===== src/design/rc6_pkg.sv =====
// shared types, constants and a helper for the rc6 frame decoder
package rc6_pkg;

  localparam int TS_W    = 16;
  localparam int BYTE_W  = 8;
  localparam int CFG_IDX_W = 3;
  localparam int CFG_DATA_W = 16;
  localparam int BITS_PER_FRAME = 16;
  localparam int BCNT_W  = 5;
  localparam int WIN_W   = 18;

  localparam logic [CFG_IDX_W-1:0] CFG_LOCK_ENABLE = 3'd0;
  localparam logic [CFG_IDX_W-1:0] CFG_SHORT_LOW   = 3'd1;
  localparam logic [CFG_IDX_W-1:0] CFG_SHORT_HIGH  = 3'd2;
  localparam logic [CFG_IDX_W-1:0] CFG_LONG_LOW    = 3'd3;
  localparam logic [CFG_IDX_W-1:0] CFG_LONG_HIGH   = 3'd4;

  localparam logic [TS_W-1:0] SHORT_LOW_RST  = 16'd320;
  localparam logic [TS_W-1:0] SHORT_HIGH_RST = 16'd590;
  localparam logic [TS_W-1:0] LONG_LOW_RST   = 16'd750;
  localparam logic [TS_W-1:0] LONG_HIGH_RST  = 16'd1150;

  localparam logic KIND_EDGE   = 1'b0;
  localparam logic KIND_UNLOCK = 1'b1;

  typedef enum logic [3:0] {
    PH_IDLE    = 4'd0,
    PH_LEADER1 = 4'd1,
    PH_LEADER2 = 4'd2,
    PH_S1      = 4'd3,
    PH_S2      = 4'd4,
    PH_H1      = 4'd5,
    PH_H2      = 4'd6,
    PH_H3      = 4'd7,
    PH_H4      = 4'd8,
    PH_H5      = 4'd9,
    PH_T1      = 4'd10,
    PH_T2      = 4'd11,
    PH_DATA    = 4'd12
  } phase_t;

  // exclusive window test
  function automatic logic in_win(input logic [WIN_W-1:0] len, input logic [WIN_W-1:0] lo,
                                  input logic [WIN_W-1:0] hi);
    in_win = (len > lo) && (len < hi);
  endfunction

endpackage


===== src/design/rc6_in_if.sv =====
// edge item channel
interface rc6_in_if import rc6_pkg::*; ();
  logic            valid;
  logic            ready;
  logic            kind;
  logic [TS_W-1:0] timestamp;
  logic            level;

  modport source (output valid, output kind, output timestamp, output level, input ready);
  modport sink (input valid, input kind, input timestamp, input level, output ready);
endinterface


===== src/design/rc6_out_if.sv =====
// decoded frame channel
interface rc6_out_if import rc6_pkg::*; ();
  logic              valid;
  logic              ready;
  logic [BYTE_W-1:0] command;
  logic [BYTE_W-1:0] control;
  logic              repeated;

  modport source (output valid, output command, output control, output repeated, input ready);
  modport sink (input valid, input command, input control, input repeated, output ready);
endinterface


===== src/design/rc6_ir_frame_decoder_top.sv =====
// rc6 mode-0 infrared frame decoder, top level
// Takes timestamped pin edges (or unlock beats) on pin and returns one beat on frame per good
// frame unless locked: command, control and a repeat flag. An accepted beat sits in an input
// register, is classified and walked once the output register can take its result, so one beat
// per cycle is sustained; the only hold-up is a result beat still waiting on frame.ready, which
// stalls the input register behind it. Window bounds and the lock enable go in on wr_en/wr_index/
// wr_data; the user must write them only while no beat is in flight, as the block does not check.
module rc6_ir_frame_decoder_top import rc6_pkg::*; (
  input  logic                  clk,
  input  logic                  rst,
  rc6_in_if.sink                pin,
  rc6_out_if.source             frame,
  input  logic                  wr_en,
  input  logic [CFG_IDX_W-1:0]  wr_index,
  input  logic [CFG_DATA_W-1:0] wr_data
);

  logic            lock_enable;
  logic [TS_W-1:0] short_low, short_high, long_low, long_high;

  logic            s_valid;
  logic            s_kind;
  logic [TS_W-1:0] s_ts;
  logic            s_level;

  phase_t              phase, phase_next;
  logic [TS_W-1:0]     last_time, last_time_next;
  logic                half_flag, half_flag_next;
  logic [BCNT_W-1:0]   bit_count, bit_count_next;
  logic [BYTE_W-1:0]   command_shift, command_shift_next;
  logic [BYTE_W-1:0]   control_shift, control_shift_next;
  logic                toggle_bit, toggle_bit_next;
  logic                prior_toggle;
  logic [BYTE_W-1:0]   prior_command;
  logic                locked, locked_next;

  logic                out_valid;
  logic [BYTE_W-1:0]   out_command, out_control;
  logic                out_repeated;

  logic                proc;
  logic                done;
  logic                emit;
  logic [BYTE_W-1:0]   cmd_new, ctl_new;
  logic                res_repeated;

  logic [TS_W-1:0]     len;
  logic [WIN_W-1:0]    len_w, dlen_w;
  logic [WIN_W-1:0]    sl_w, sh_w, ll_w, lh_w, lead_lo, lead_hi, sl_lo, sl_hi;
  logic                sh, lg, slg, lead, sh_d, lg_d;

  assign proc      = s_valid && (!out_valid || frame.ready);
  assign pin.ready = !s_valid || proc;

  assign frame.valid    = out_valid;
  assign frame.command  = out_command;
  assign frame.control  = out_control;
  assign frame.repeated = out_repeated;

  // interval windows
  assign len     = s_ts - last_time;
  assign len_w   = {2'b00, len};
  assign sl_w    = {2'b00, short_low};
  assign sh_w    = {2'b00, short_high};
  assign ll_w    = {2'b00, long_low};
  assign lh_w    = {2'b00, long_high};
  assign lead_lo = ll_w + {1'b0, long_low, 1'b0};
  assign lead_hi = lh_w + {1'b0, long_high, 1'b0};
  assign sl_lo   = sl_w + ll_w;
  assign sl_hi   = sh_w + lh_w;
  assign sh      = in_win(len_w, sl_w, sh_w);
  assign lg      = in_win(len_w, ll_w, lh_w);
  assign slg     = in_win(len_w, sl_lo, sl_hi);
  assign lead    = in_win(len_w, lead_lo, lead_hi);

  // next state
  always_comb begin
    logic entry;
    logic hf;
    logic bad;
    logic [BCNT_W-1:0] bc;
    entry = 1'b0;
    hf = half_flag;
    bad = 1'b0;
    bc = bit_count;
    dlen_w = len_w;
    phase_next = phase;
    last_time_next = last_time;
    half_flag_next = half_flag;
    bit_count_next = bit_count;
    command_shift_next = command_shift;
    control_shift_next = control_shift;
    toggle_bit_next = toggle_bit;
    locked_next = locked;
    cmd_new = command_shift;
    ctl_new = control_shift;
    done = 1'b0;
    sh_d = 1'b0;
    lg_d = 1'b0;
    if (s_kind == KIND_UNLOCK) begin
      locked_next = 1'b0;
    end else begin
      last_time_next = s_ts;
      unique case (phase)
        PH_IDLE:    if (lead && s_level) phase_next = PH_LEADER1; else bad = 1'b1;
        PH_LEADER1: if (lg && !s_level) phase_next = PH_LEADER2; else bad = 1'b1;
        PH_LEADER2: if (sh && s_level) phase_next = PH_S1; else bad = 1'b1;
        PH_S1:      if (lg && !s_level) phase_next = PH_S2; else bad = 1'b1;
        PH_S2:      if (sh && s_level) phase_next = PH_H1; else bad = 1'b1;
        PH_H1:      if (sh && !s_level) phase_next = PH_H2; else bad = 1'b1;
        PH_H2:      if (sh && s_level) phase_next = PH_H3; else bad = 1'b1;
        PH_H3:      if (sh && !s_level) phase_next = PH_H4; else bad = 1'b1;
        PH_H4: begin
          priority if (sh && s_level) begin
            phase_next = PH_H5;
            toggle_bit_next = 1'b0;
          end else if (slg && s_level) begin
            phase_next = PH_T1;
            toggle_bit_next = 1'b1;
          end else begin
            bad = 1'b1;
          end
        end
        PH_H5:      if (lg && !s_level) phase_next = PH_T1; else bad = 1'b1;
        PH_T1: begin
          priority if (lg) phase_next = PH_T2;
          else if (slg) entry = 1'b1;
          else bad = 1'b1;
        end
        PH_T2:      if (sh) entry = 1'b1; else bad = 1'b1;
        PH_DATA:    entry = 1'b0;
        default:    bad = 1'b1;
      endcase
      // data half-bit, also taken by the edge that leaves the toggle bit
      if (entry || phase == PH_DATA) begin
        if (entry) begin
          hf = 1'b1;
          dlen_w = ll_w + {{(WIN_W-1){1'b0}}, 1'b1};
        end
        sh_d = in_win(dlen_w, sl_w, sh_w);
        lg_d = in_win(dlen_w, ll_w, lh_w);
        phase_next = PH_DATA;
        if (sh_d) hf = !hf;
        if (!sh_d && !lg_d) begin
          bad = 1'b1;
        end else begin
          if (hf) begin
            if (bit_count >= BCNT_W'(BYTE_W)) cmd_new = {command_shift[BYTE_W-2:0], s_level};
            else ctl_new = {control_shift[BYTE_W-2:0], s_level};
            bc = bit_count + 1'b1;
          end
          half_flag_next = hf;
          bit_count_next = bc;
          command_shift_next = cmd_new;
          control_shift_next = ctl_new;
          if (bc == BCNT_W'(BITS_PER_FRAME)) begin
            done = 1'b1;
            bad = 1'b1;
            if (lock_enable) locked_next = 1'b1;
          end
        end
      end
      if (bad) begin
        phase_next = PH_IDLE;
        half_flag_next = 1'b0;
        bit_count_next = '0;
        command_shift_next = '0;
        control_shift_next = '0;
      end
    end
  end

  // result
  always_comb begin
    emit = proc && (s_kind == KIND_EDGE) && done && !(lock_enable && locked);
    res_repeated = (toggle_bit == prior_toggle) && (cmd_new == prior_command);
  end

  always_ff @(posedge clk) begin
    if (rst) begin
      lock_enable <= 1'b0;
      short_low <= SHORT_LOW_RST;
      short_high <= SHORT_HIGH_RST;
      long_low <= LONG_LOW_RST;
      long_high <= LONG_HIGH_RST;
      s_valid <= 1'b0;
      out_valid <= 1'b0;
      phase <= PH_IDLE;
      last_time <= '0;
      half_flag <= 1'b0;
      bit_count <= '0;
      command_shift <= '0;
      control_shift <= '0;
      toggle_bit <= 1'b0;
      prior_toggle <= 1'b0;
      prior_command <= '0;
      locked <= 1'b0;
    end else begin
      if (wr_en) begin
        unique case (wr_index)
          CFG_LOCK_ENABLE: lock_enable <= wr_data[0];
          CFG_SHORT_LOW:   short_low <= wr_data;
          CFG_SHORT_HIGH:  short_high <= wr_data;
          CFG_LONG_LOW:    long_low <= wr_data;
          CFG_LONG_HIGH:   long_high <= wr_data;
          default:         lock_enable <= lock_enable;
        endcase
      end
      if (pin.valid && pin.ready) s_valid <= 1'b1;
      else if (proc) s_valid <= 1'b0;
      if (proc) begin
        phase <= phase_next;
        last_time <= last_time_next;
        half_flag <= half_flag_next;
        bit_count <= bit_count_next;
        command_shift <= command_shift_next;
        control_shift <= control_shift_next;
        toggle_bit <= toggle_bit_next;
        locked <= locked_next;
      end
      if (emit) begin
        prior_command <= cmd_new;
        prior_toggle <= toggle_bit;
      end
      if (emit) out_valid <= 1'b1;
      else if (frame.ready) out_valid <= 1'b0;
    end
  end

  // payload registers
  always_ff @(posedge clk) begin
    if (pin.valid && pin.ready) begin
      s_kind <= pin.kind;
      s_ts <= pin.timestamp;
      s_level <= pin.level;
    end
    if (emit) begin
      out_command <= cmd_new;
      out_control <= ctl_new;
      out_repeated <= res_repeated;
    end
  end

  // outside the data phase the bit collection is empty
  a_idle_clear: assert property (@(posedge clk) disable iff (rst)
    phase != PH_DATA |-> (half_flag == 1'b0 && bit_count == '0 &&
                          command_shift == '0 && control_shift == '0))
    else $error("bit collection not cleared outside data phase");

  // an unlock beat leaves the walk and the edge time alone
  a_unlock_stable: assert property (@(posedge clk) disable iff (rst)
    proc && s_kind == KIND_UNLOCK |=> $stable(phase) && $stable(last_time))
    else $error("unlock beat disturbed the frame walk");

  // the lock only closes together with a delivered frame
  a_lock_with_frame: assert property (@(posedge clk) disable iff (rst)
    $rose(locked) |-> frame.valid)
    else $error("lock set without a result beat");

  // a new result beat comes only from a processed edge
  a_result_source: assert property (@(posedge clk) disable iff (rst)
    !out_valid ##1 out_valid |-> $past(proc && s_kind == KIND_EDGE))
    else $error("result beat without a processed edge");

endmodule

===== src/flat_wrapper.sv =====
// flat-port wrapper written by rule: the top's interface ports become plain ports
module rc6_ir_frame_decoder_top_flat import rc6_pkg::*;
  (clk, rst, wr_en, wr_index, wr_data, pin_valid, pin_kind, pin_timestamp, pin_level, pin_ready, frame_valid, frame_command, frame_control, frame_repeated, frame_ready);
  rc6_in_if pin_i ();
  rc6_out_if frame_i ();
  input  logic clk;
  input  logic rst;
  input  logic wr_en;
  input  logic [CFG_IDX_W-1:0] wr_index;
  input  logic [CFG_DATA_W-1:0] wr_data;
  input wire logic [$bits(pin_i.valid)-1:0] pin_valid;
  input wire logic [$bits(pin_i.kind)-1:0] pin_kind;
  input wire logic [$bits(pin_i.timestamp)-1:0] pin_timestamp;
  input wire logic [$bits(pin_i.level)-1:0] pin_level;
  output wire logic [$bits(pin_i.ready)-1:0] pin_ready;
  output wire logic [$bits(frame_i.valid)-1:0] frame_valid;
  output wire logic [$bits(frame_i.command)-1:0] frame_command;
  output wire logic [$bits(frame_i.control)-1:0] frame_control;
  output wire logic [$bits(frame_i.repeated)-1:0] frame_repeated;
  input wire logic [$bits(frame_i.ready)-1:0] frame_ready;
  assign pin_i.valid = pin_valid;
  assign pin_i.kind = pin_kind;
  assign pin_i.timestamp = pin_timestamp;
  assign pin_i.level = pin_level;
  assign pin_ready = pin_i.ready;
  assign frame_valid = frame_i.valid;
  assign frame_command = frame_i.command;
  assign frame_control = frame_i.control;
  assign frame_repeated = frame_i.repeated;
  assign frame_i.ready = frame_ready;
  rc6_ir_frame_decoder_top u_core (.clk(clk), .rst(rst), .pin(pin_i), .frame(frame_i), .wr_en(wr_en), .wr_index(wr_index), .wr_data(wr_data));
endmodule

===== config.mk =====
export PLATFORM = sky130hd
export DESIGN_NAME = rc6_ir_frame_decoder_top_flat
export DESIGN_NICKNAME = d
export VERILOG_FILES = /design/src/design/rc6_pkg.sv /design/src/design/rc6_in_if.sv /design/src/design/rc6_out_if.sv /design/src/design/rc6_ir_frame_decoder_top.sv /design/src/flat_wrapper.sv
export SDC_FILE = /design/constraint.sdc
export NUM_CORES = 1
export LEC_CHECK = 0
export ABC_AREA = 1
export ABC_CLOCK_PERIOD_IN_PS = 9590
export BUFFER_PORTS_ARGS = -buffer_cell sky130_fd_sc_hd__buf_2
export CORE_UTILIZATION = 55
export CTS_CLUSTER_DIAMETER = 50
export DETAILED_ROUTE_END_ITERATION = 12
export MAX_ROUTING_LAYER = met4
export PLACE_DENSITY = 0.83
export SYNTH_ARGS = -nofsm -noshare
export SYNTH_HDL_FRONTEND = slang
export SYNTH_SLANG_ARGS = --single-unit

===== constraint.sdc =====
create_clock -name clk -period 9.59 [get_ports clk]
set_input_delay 0.4795 -clock clk [delete_from_list [all_inputs] [get_ports clk]]
set_output_delay 0.4795 -clock clk [all_outputs]
set_load 0.05 [all_outputs]

Word level (Yosys, flattened, before mapping):

Cells that the tools add are included.

* bits in registers: 155
* input port bits: 42

* $add $sub $neg: 7
* $lt $le $gt $ge: 13
* equal/unequal tests: 32
* multiplexer cells: 80
* bitwise gates (word level): 1
* reductions and logical operators: 52

Operators with widths (number)
* $mux W8: 12
* $mux W4: 14
* $mux W18: 3
* $pmux W4 S11: 1
* $mux W1: 41
* $ne A4 B1 Y1 const B: 10
* $add A16 B17 Y18: 2
* $gt A16 B18 Y1: 2
* $gt A18 B16 Y1: 2
* $lt A16 B18 Y1: 2
* $lt A18 B16 Y1: 2
* $mux W5: 7
* $add A16 B16 Y17: 2
* $gt A16 B16 Y1: 2
* $lt A16 B16 Y1: 2
* $eq A4 B4 Y1 const B: 5
* $logic_and A1 B1 Y1: 19
* $add A16 B1 Y17 const B: 1
* $eq A4 B3 Y1 const B: 4
* $sub A16 B16 Y16: 1
* $reduce_and A14 Y1: 1
* $reduce_bool A2 Y1: 7
* $reduce_bool A13 Y1: 1
* $reduce_and A2 Y1: 6
* 24 further kinds: 36

Logic depth before layout (Yosys ltp):

* word-level depth: 27
* depth in mapped cells: 55
* gate-level depth less buffers: 53

Least setup slack after synthesis:

Ideal clock, no wire load.

* kind: flip-flop to flip-flop
* start point: register u_core.s_ts[0]
* end point: register u_core.out_command[0] (netlist: u_core.frame.command[0]) (enable)
* data arrival time: 7.389 ns
* setup slack: 1.832 ns
* stages on the path, launching flop included: 51
* buffers on the path: 2
* period minus slack after synthesis: 7.758 ns
* cells stage by stage: edfxtp_1 > inv_1 > ha_1 > fa_1 > o21ai_0 > a21oi_1 > inv_1 > a21oi_1 > o21ai_0 > a21oi_1 > o21bai_1 > a21oi_1 > o21ai_0 > a21oi_1 > nor2_1 > nor2_1 > xor2_1 > ha_1 > [15 not listed] > o21ai_0 > a31o_2 > o211ai_1 > nand3_1 > a21boi_0 > o211ai_1 > nor2_4 > nand2_2 > nand2_4 > nand2_4 > nand2_1 > o21ai_1 > nor2_4 > nand3_2 > nor2_2 > nand4_1 > buf_2 > inv_1

* longest elaborated chain between the ends: 26
* elaborated cells between the ends (all ways): 46
* classes of those cells: 1 x add/sub; 10 x order compare; 1 x eq/ne; 22 x mux; 12 x reduce/logical

RTL lines
* start: declaration: line rc6_ir_frame_decoder_top.sv:23 `logic [TS_W-1:0] s_ts;`
* start signal: assignment: line rc6_ir_frame_decoder_top.sv:234 `s_ts <= pin.timestamp;`
* $sub A16 B16 Y16 *: line rc6_ir_frame_decoder_top.sv:61 `assign len = s_ts - last_time;`
* $gt A16 B18 Y1 / $lt A16 B18 Y1 (equally long branches): line rc6_pkg.sv:45 `in_win = (len > lo) && (len < hi);`
* $logic_and A1 B1 Y1: line rc6_pkg.sv:45
* $mux W1: line rc6_ir_frame_decoder_top.sv:127 `else if (slg) entry = 1'b1;`
* $mux W1: line rc6_ir_frame_decoder_top.sv:126 `priority if (lg) phase_next = PH_T2;`
* $pmux W1 S2: line rc6_ir_frame_decoder_top.sv:104 `unique case (phase)`
* $mux W1: line rc6_ir_frame_decoder_top.sv:100 `if (s_kind == KIND_UNLOCK) begin`
* $mux W18: line rc6_ir_frame_decoder_top.sv:136 `if (entry) begin`
* [10 not listed]
* $mux W5: line rc6_ir_frame_decoder_top.sv:100
* $eq A5 B5 Y1: line rc6_ir_frame_decoder_top.sv:156 `if (bc == BCNT_W'(BITS_PER_FRAME)) begin`
* $mux W1: line rc6_ir_frame_decoder_top.sv:156
* $mux W1: line rc6_ir_frame_decoder_top.sv:144 `if (!sh_d && !lg_d) begin`
* $mux W1 *: line rc6_ir_frame_decoder_top.sv:135 `if (entry || phase == PH_DATA) begin`
* $mux W1 *: line rc6_ir_frame_decoder_top.sv:100
* $logic_and A1 B1 Y1 * (2 in series): line rc6_ir_frame_decoder_top.sv:175 `emit = proc && (s_kind == KIND_EDGE) && done && !(lock_enable && locked);`
* named net u_core.emit: line rc6_ir_frame_decoder_top.sv:43 `logic emit;`
* end signal: assignment: line rc6_ir_frame_decoder_top.sv:238 `out_command <= cmd_new;`
* end: declaration: line rc6_ir_frame_decoder_top.sv:38 `logic [BYTE_W-1:0] out_command, out_control;`

The timed path passes the listed nets; every way through them passes the cells marked *. The select of a mux whose other input is x is not followed.
A chain may end at the register's enable or synchronous reset.

Final worst setup path:

* start point: register u_core.s_ts[0]
* end point: register u_core.out_control[7] (netlist: u_core.frame.control[7]) (enable)

* longest elaborated chain between the ends: 26
* elaborated cells between the ends (all ways): 46
* classes of those cells: 1 x add/sub; 10 x order compare; 1 x eq/ne; 22 x mux; 12 x reduce/logical

RTL lines
* $sub A16 B16 Y16 *: line rc6_ir_frame_decoder_top.sv:61
* $gt A16 B18 Y1 / $lt A16 B18 Y1 (equally long branches): line rc6_pkg.sv:45
* $logic_and A1 B1 Y1: line rc6_pkg.sv:45
* $mux W1: line rc6_ir_frame_decoder_top.sv:127
* $mux W1: line rc6_ir_frame_decoder_top.sv:126
* $pmux W1 S2: line rc6_ir_frame_decoder_top.sv:104
* $mux W1: line rc6_ir_frame_decoder_top.sv:100
* $mux W18: line rc6_ir_frame_decoder_top.sv:136
* [10 not listed]
* $mux W5: line rc6_ir_frame_decoder_top.sv:100
* $eq A5 B5 Y1: line rc6_ir_frame_decoder_top.sv:156
* $mux W1: line rc6_ir_frame_decoder_top.sv:156
* $mux W1: line rc6_ir_frame_decoder_top.sv:144
* $mux W1 *: line rc6_ir_frame_decoder_top.sv:135
* $mux W1 *: line rc6_ir_frame_decoder_top.sv:100
* $logic_and A1 B1 Y1 * (2 in series): line rc6_ir_frame_decoder_top.sv:175
* named net u_core.emit: line rc6_ir_frame_decoder_top.sv:43
* end signal: assignment: line rc6_ir_frame_decoder_top.sv:239 `out_control <= ctl_new;`
* end: declaration: line rc6_ir_frame_decoder_top.sv:38

Marks and branches as above.

==> impl_metrics.toml <==
[timing]
finalCritPeriodShare = 0.916
rsz0062_at_grt = "false"
setup_viol = 0
tightest_slew_ns = 0.998
tns_ns = 0
fin_crit_ns = 8.79
max_clock_freq_ghz = 0.114
finalMaxSlewViolations = 0
clock_skew_ns = 0.0158
maxSlewHeadroom = 0.332
hold_viol = 0

[logic_synthesis]
synth_cell_types = 55
syn-num-nets = 2302
syn-instance-count = 1996
synth_compound_gate_area_share = 0.184
synth_edf_count = 35
syn_area_sq_um = 14500
synthFlopType = "dfxtp_1"
synth-adder-area-share = 0.230
yosysWarnings = 0
synth-async-reset-ratio = 0
yosysSeqAreaShare = 0.238
ys_ff_latch = 155
synth-xor-area-share = 0.0494
synth_simple_gate_area_frac = 0.219
synth_top_family_by_area = "adder cells"
synthMuxAreaShare = 0.000690
syn_avg_cell_area_sq_um = 7.26

[clock_tree]
cts_tree = "done"
path_clk_slew_ns = 0.07
cts_inserted_buffers = 17
cts-htree-levels = 4
max-clock-path-buffers = 2
clock-sinks = 155
cts_hold_buf = 0
root_buffer = "clkbuf_16"
insertion_delay_ns = 0.44

[die]
design.die.area_sq_um = 27000
io_pins = 61
num_rows = 59
die_h_um = 164
die_w_um = 164
start_util = 0.558
coreArea_sq_um = 26000

[routing]
via_count = 14000
ant_nets = 0
drtIter0Drc = 1100
drt-pass1-iter-count = 6
via_per_inst = 5.83
drc = 0
wire_per_inst_um = 16.8
wirelength_um = 40300

[setup_path]
path_common_cell = "a21oi_1"
start_kind = "flop"
cp_slowest_cell = "o21ai_0"
slowest_delay_ns = 0.68
critPathCaptureType = "flop"
critPathMaxFanout = 20
arrival_ns = 8.94
critPathRequiredTime_ns = 9.74
reg2reg_slack_ns = 0.80
path_class = "reg -> reg"

[cells_and_area]
layout-drive-gt1-share = 0.0861
layout_common_cells = "nand2_1, ha_1, inv_1, a21oi_1, o21ai_0"
syn2layout_area_growth_pct = 9.43
final_common_cell = "nand2_1"
instances_no_fill = 2403
fin_nets = 2360

[place]
dp.cells = 2368
port_buffers = 60
dpl.hpwl_um = 32000
routabilityCongestion = 0.963

[power_and_ir_drop]
p_seq_frac = 0.279
power.share.combinational = 0.434
p_switching_w = 0.00105
intPower_w = 0.00151
power.clock.fraction = 0.287
power.density_nw_per_um2 = 162
p_leak_nw = 7.35
p_sw_frac = 0.410
ir_drop_mv = 0.129

[run_status]
status = "complete, no violations"

[global_routing]
grt_pass1_vias = 13400
grt_pass1_wl_um = 64200
grt_max_degree = 101
grtUsageTotal = 0.312
overflow = 0
antenna_found_initial = 1

[job]
max-cap-violations = 0

[worst_hold_path]
hp-class = "in -> reg"
kinds of logic (layout without fill, tap and decap cells):
logic type,Yosys count,after routing
buf+inv,296,367
compound gates,487,487
xor+xnor,81,81
flops,155,155
simple gates,712,712
other cells,0,1
mux,1,1
fa+ha+maj,264,264
area by class of cell:
| cell class | count | area, sq um |
|---|---|---|
| Sequential cell | 155 | 3450 |
| Clock buffer | 18 | 429 |
| Tap cell | 335 | 419 |
| Inverter | 256 | 971 |
| Fill cell | 2332 | 10100 |
| Clock inverter | 14 | 194 |
| Antenna cell | 1 | 2.50 |
| Timing Repair inverter | 1 | 5.00 |
| Timing Repair Buffer | 78 | 448 |
| Multi-Input combinational cell | 1545 | 9950 |
timing repair:
item / in CTS / in global routing
gates cloned: 0 / 1
buffers inserted: 0 / 1
resized for setup: 1 / 11
endpoints found under the setup margin: 17 / 54
cells in the mapped netlist, types with 6 or more instances:
cell type	count	share of area
a211oi_1	8	0.0041
a21oi_1	239	0.082
a21oi_2	6	0.0036
a31oi_1	6	0.0026
buf_2	7	0.0024
clkbuf_1	30	0.0078
dfxtp_1	120	0.17
edfxtp_1	35	0.072
ha_1	259	0.22
inv_1	250	0.065
nand2_1	387	0.10
nand2_2	17	0.0073
nand3_1	88	0.030
nand3_2	14	0.0097
nand3b_1	6	0.0031
nand4_1	28	0.012
nor2_1	122	0.032
nor3_1	23	0.0079
nor4_1	6	0.0026
o211ai_1	26	0.013
o21a_1	7	0.0036
o21ai_0	156	0.054
o21ai_1	10	0.0035
o21bai_1	9	0.0047
xnor2_1	24	0.014
xor2_1	56	0.034
worst paths after layout:
kind,from,end,cells past startpoint
max reg2reg,u_core.s_ts[0],u_core.frame.control[7],47
min reg2reg,u_core.locked,u_core.locked,2
max,u_core.s_ts[0],u_core.frame.control[7],47
min,pin_timestamp[13],u_core.s_ts[13],1
metrics by stage:
stage / instance area (sq um) / power, W / hold WS (ns) / utilization / setup slack (ns)
final: 15900 / 0.00256 / 0.213 / 0.611 / 0.801
after global routing: 15900 / 0.00273 / 0.199 / 0.611 / 0.124
after CTS: 15800 / 0.00254 / 0.206 / 0.608 / 0.203
after detailed placement: 15200 / 0.00181 / 0.451 / 0.584 / 0.00980
after global placement: 15200 / 0.00177 / 0.440 / 0.584 / 0.472
after floorplan: 14500 / 0.00151 / 0.429 / - / 1.83
state kept, by name (all words and copies together), names as in the netlist, 4 cells and up:
register / cells
u_core.short_low: 16
u_core.frame.command: 8
u_core.long_high: 16
u_core.last_time: 16
u_core.command_shift: 8
u_core.s_ts: 16
u_core.control_shift: 8
u_core.short_high: 16
u_core.bit_count: 5
u_core.long_low: 16
u_core.prior_command: 8
u_core.frame.control: 8
u_core.phase: 4
critical path, delay by kind of cell (launching register included):
family	cells	cell delay, ns
buffers and inverters	7	1.03
xor gates and xnor gates	1	0.36
and+or+nand+nor	19	2.34
adders and majority gates	4	1.09
DFF	1	0.32
AOI/OAI and AO/OA	16	3.32
per-layer routing:
| metal | GRT usage | part of all wire | wire length (um) | vias up |
|---|---|---|---|---|
| met2 | 0.509 | 0.47 | 18700 | 479 |
| met4 | 0.158 | 0.045 | 1830 | 0 |
| met5 | - | 0 | 0 | - |
| li1 | - | - | - | 6939 |
| met3 | 0.0500 | 0.068 | 2720 | 133 |
| met1 | 0.372 | 0.42 | 17000 | 6453 |
power by group through the flow:
stage	clock network (W)	registers, W	logic [W]
finish	0.000736	0.000716	0.00111
global route	0.000765	0.000719	0.00125
CTS	0.000738	0.000715	0.00109
detailed placement	0	0.000730	0.00108
global placement	0	0.000729	0.00104
floorplan	0	0.000720	0.000789
Note: power is estimated with default switching activity, not from simulation.
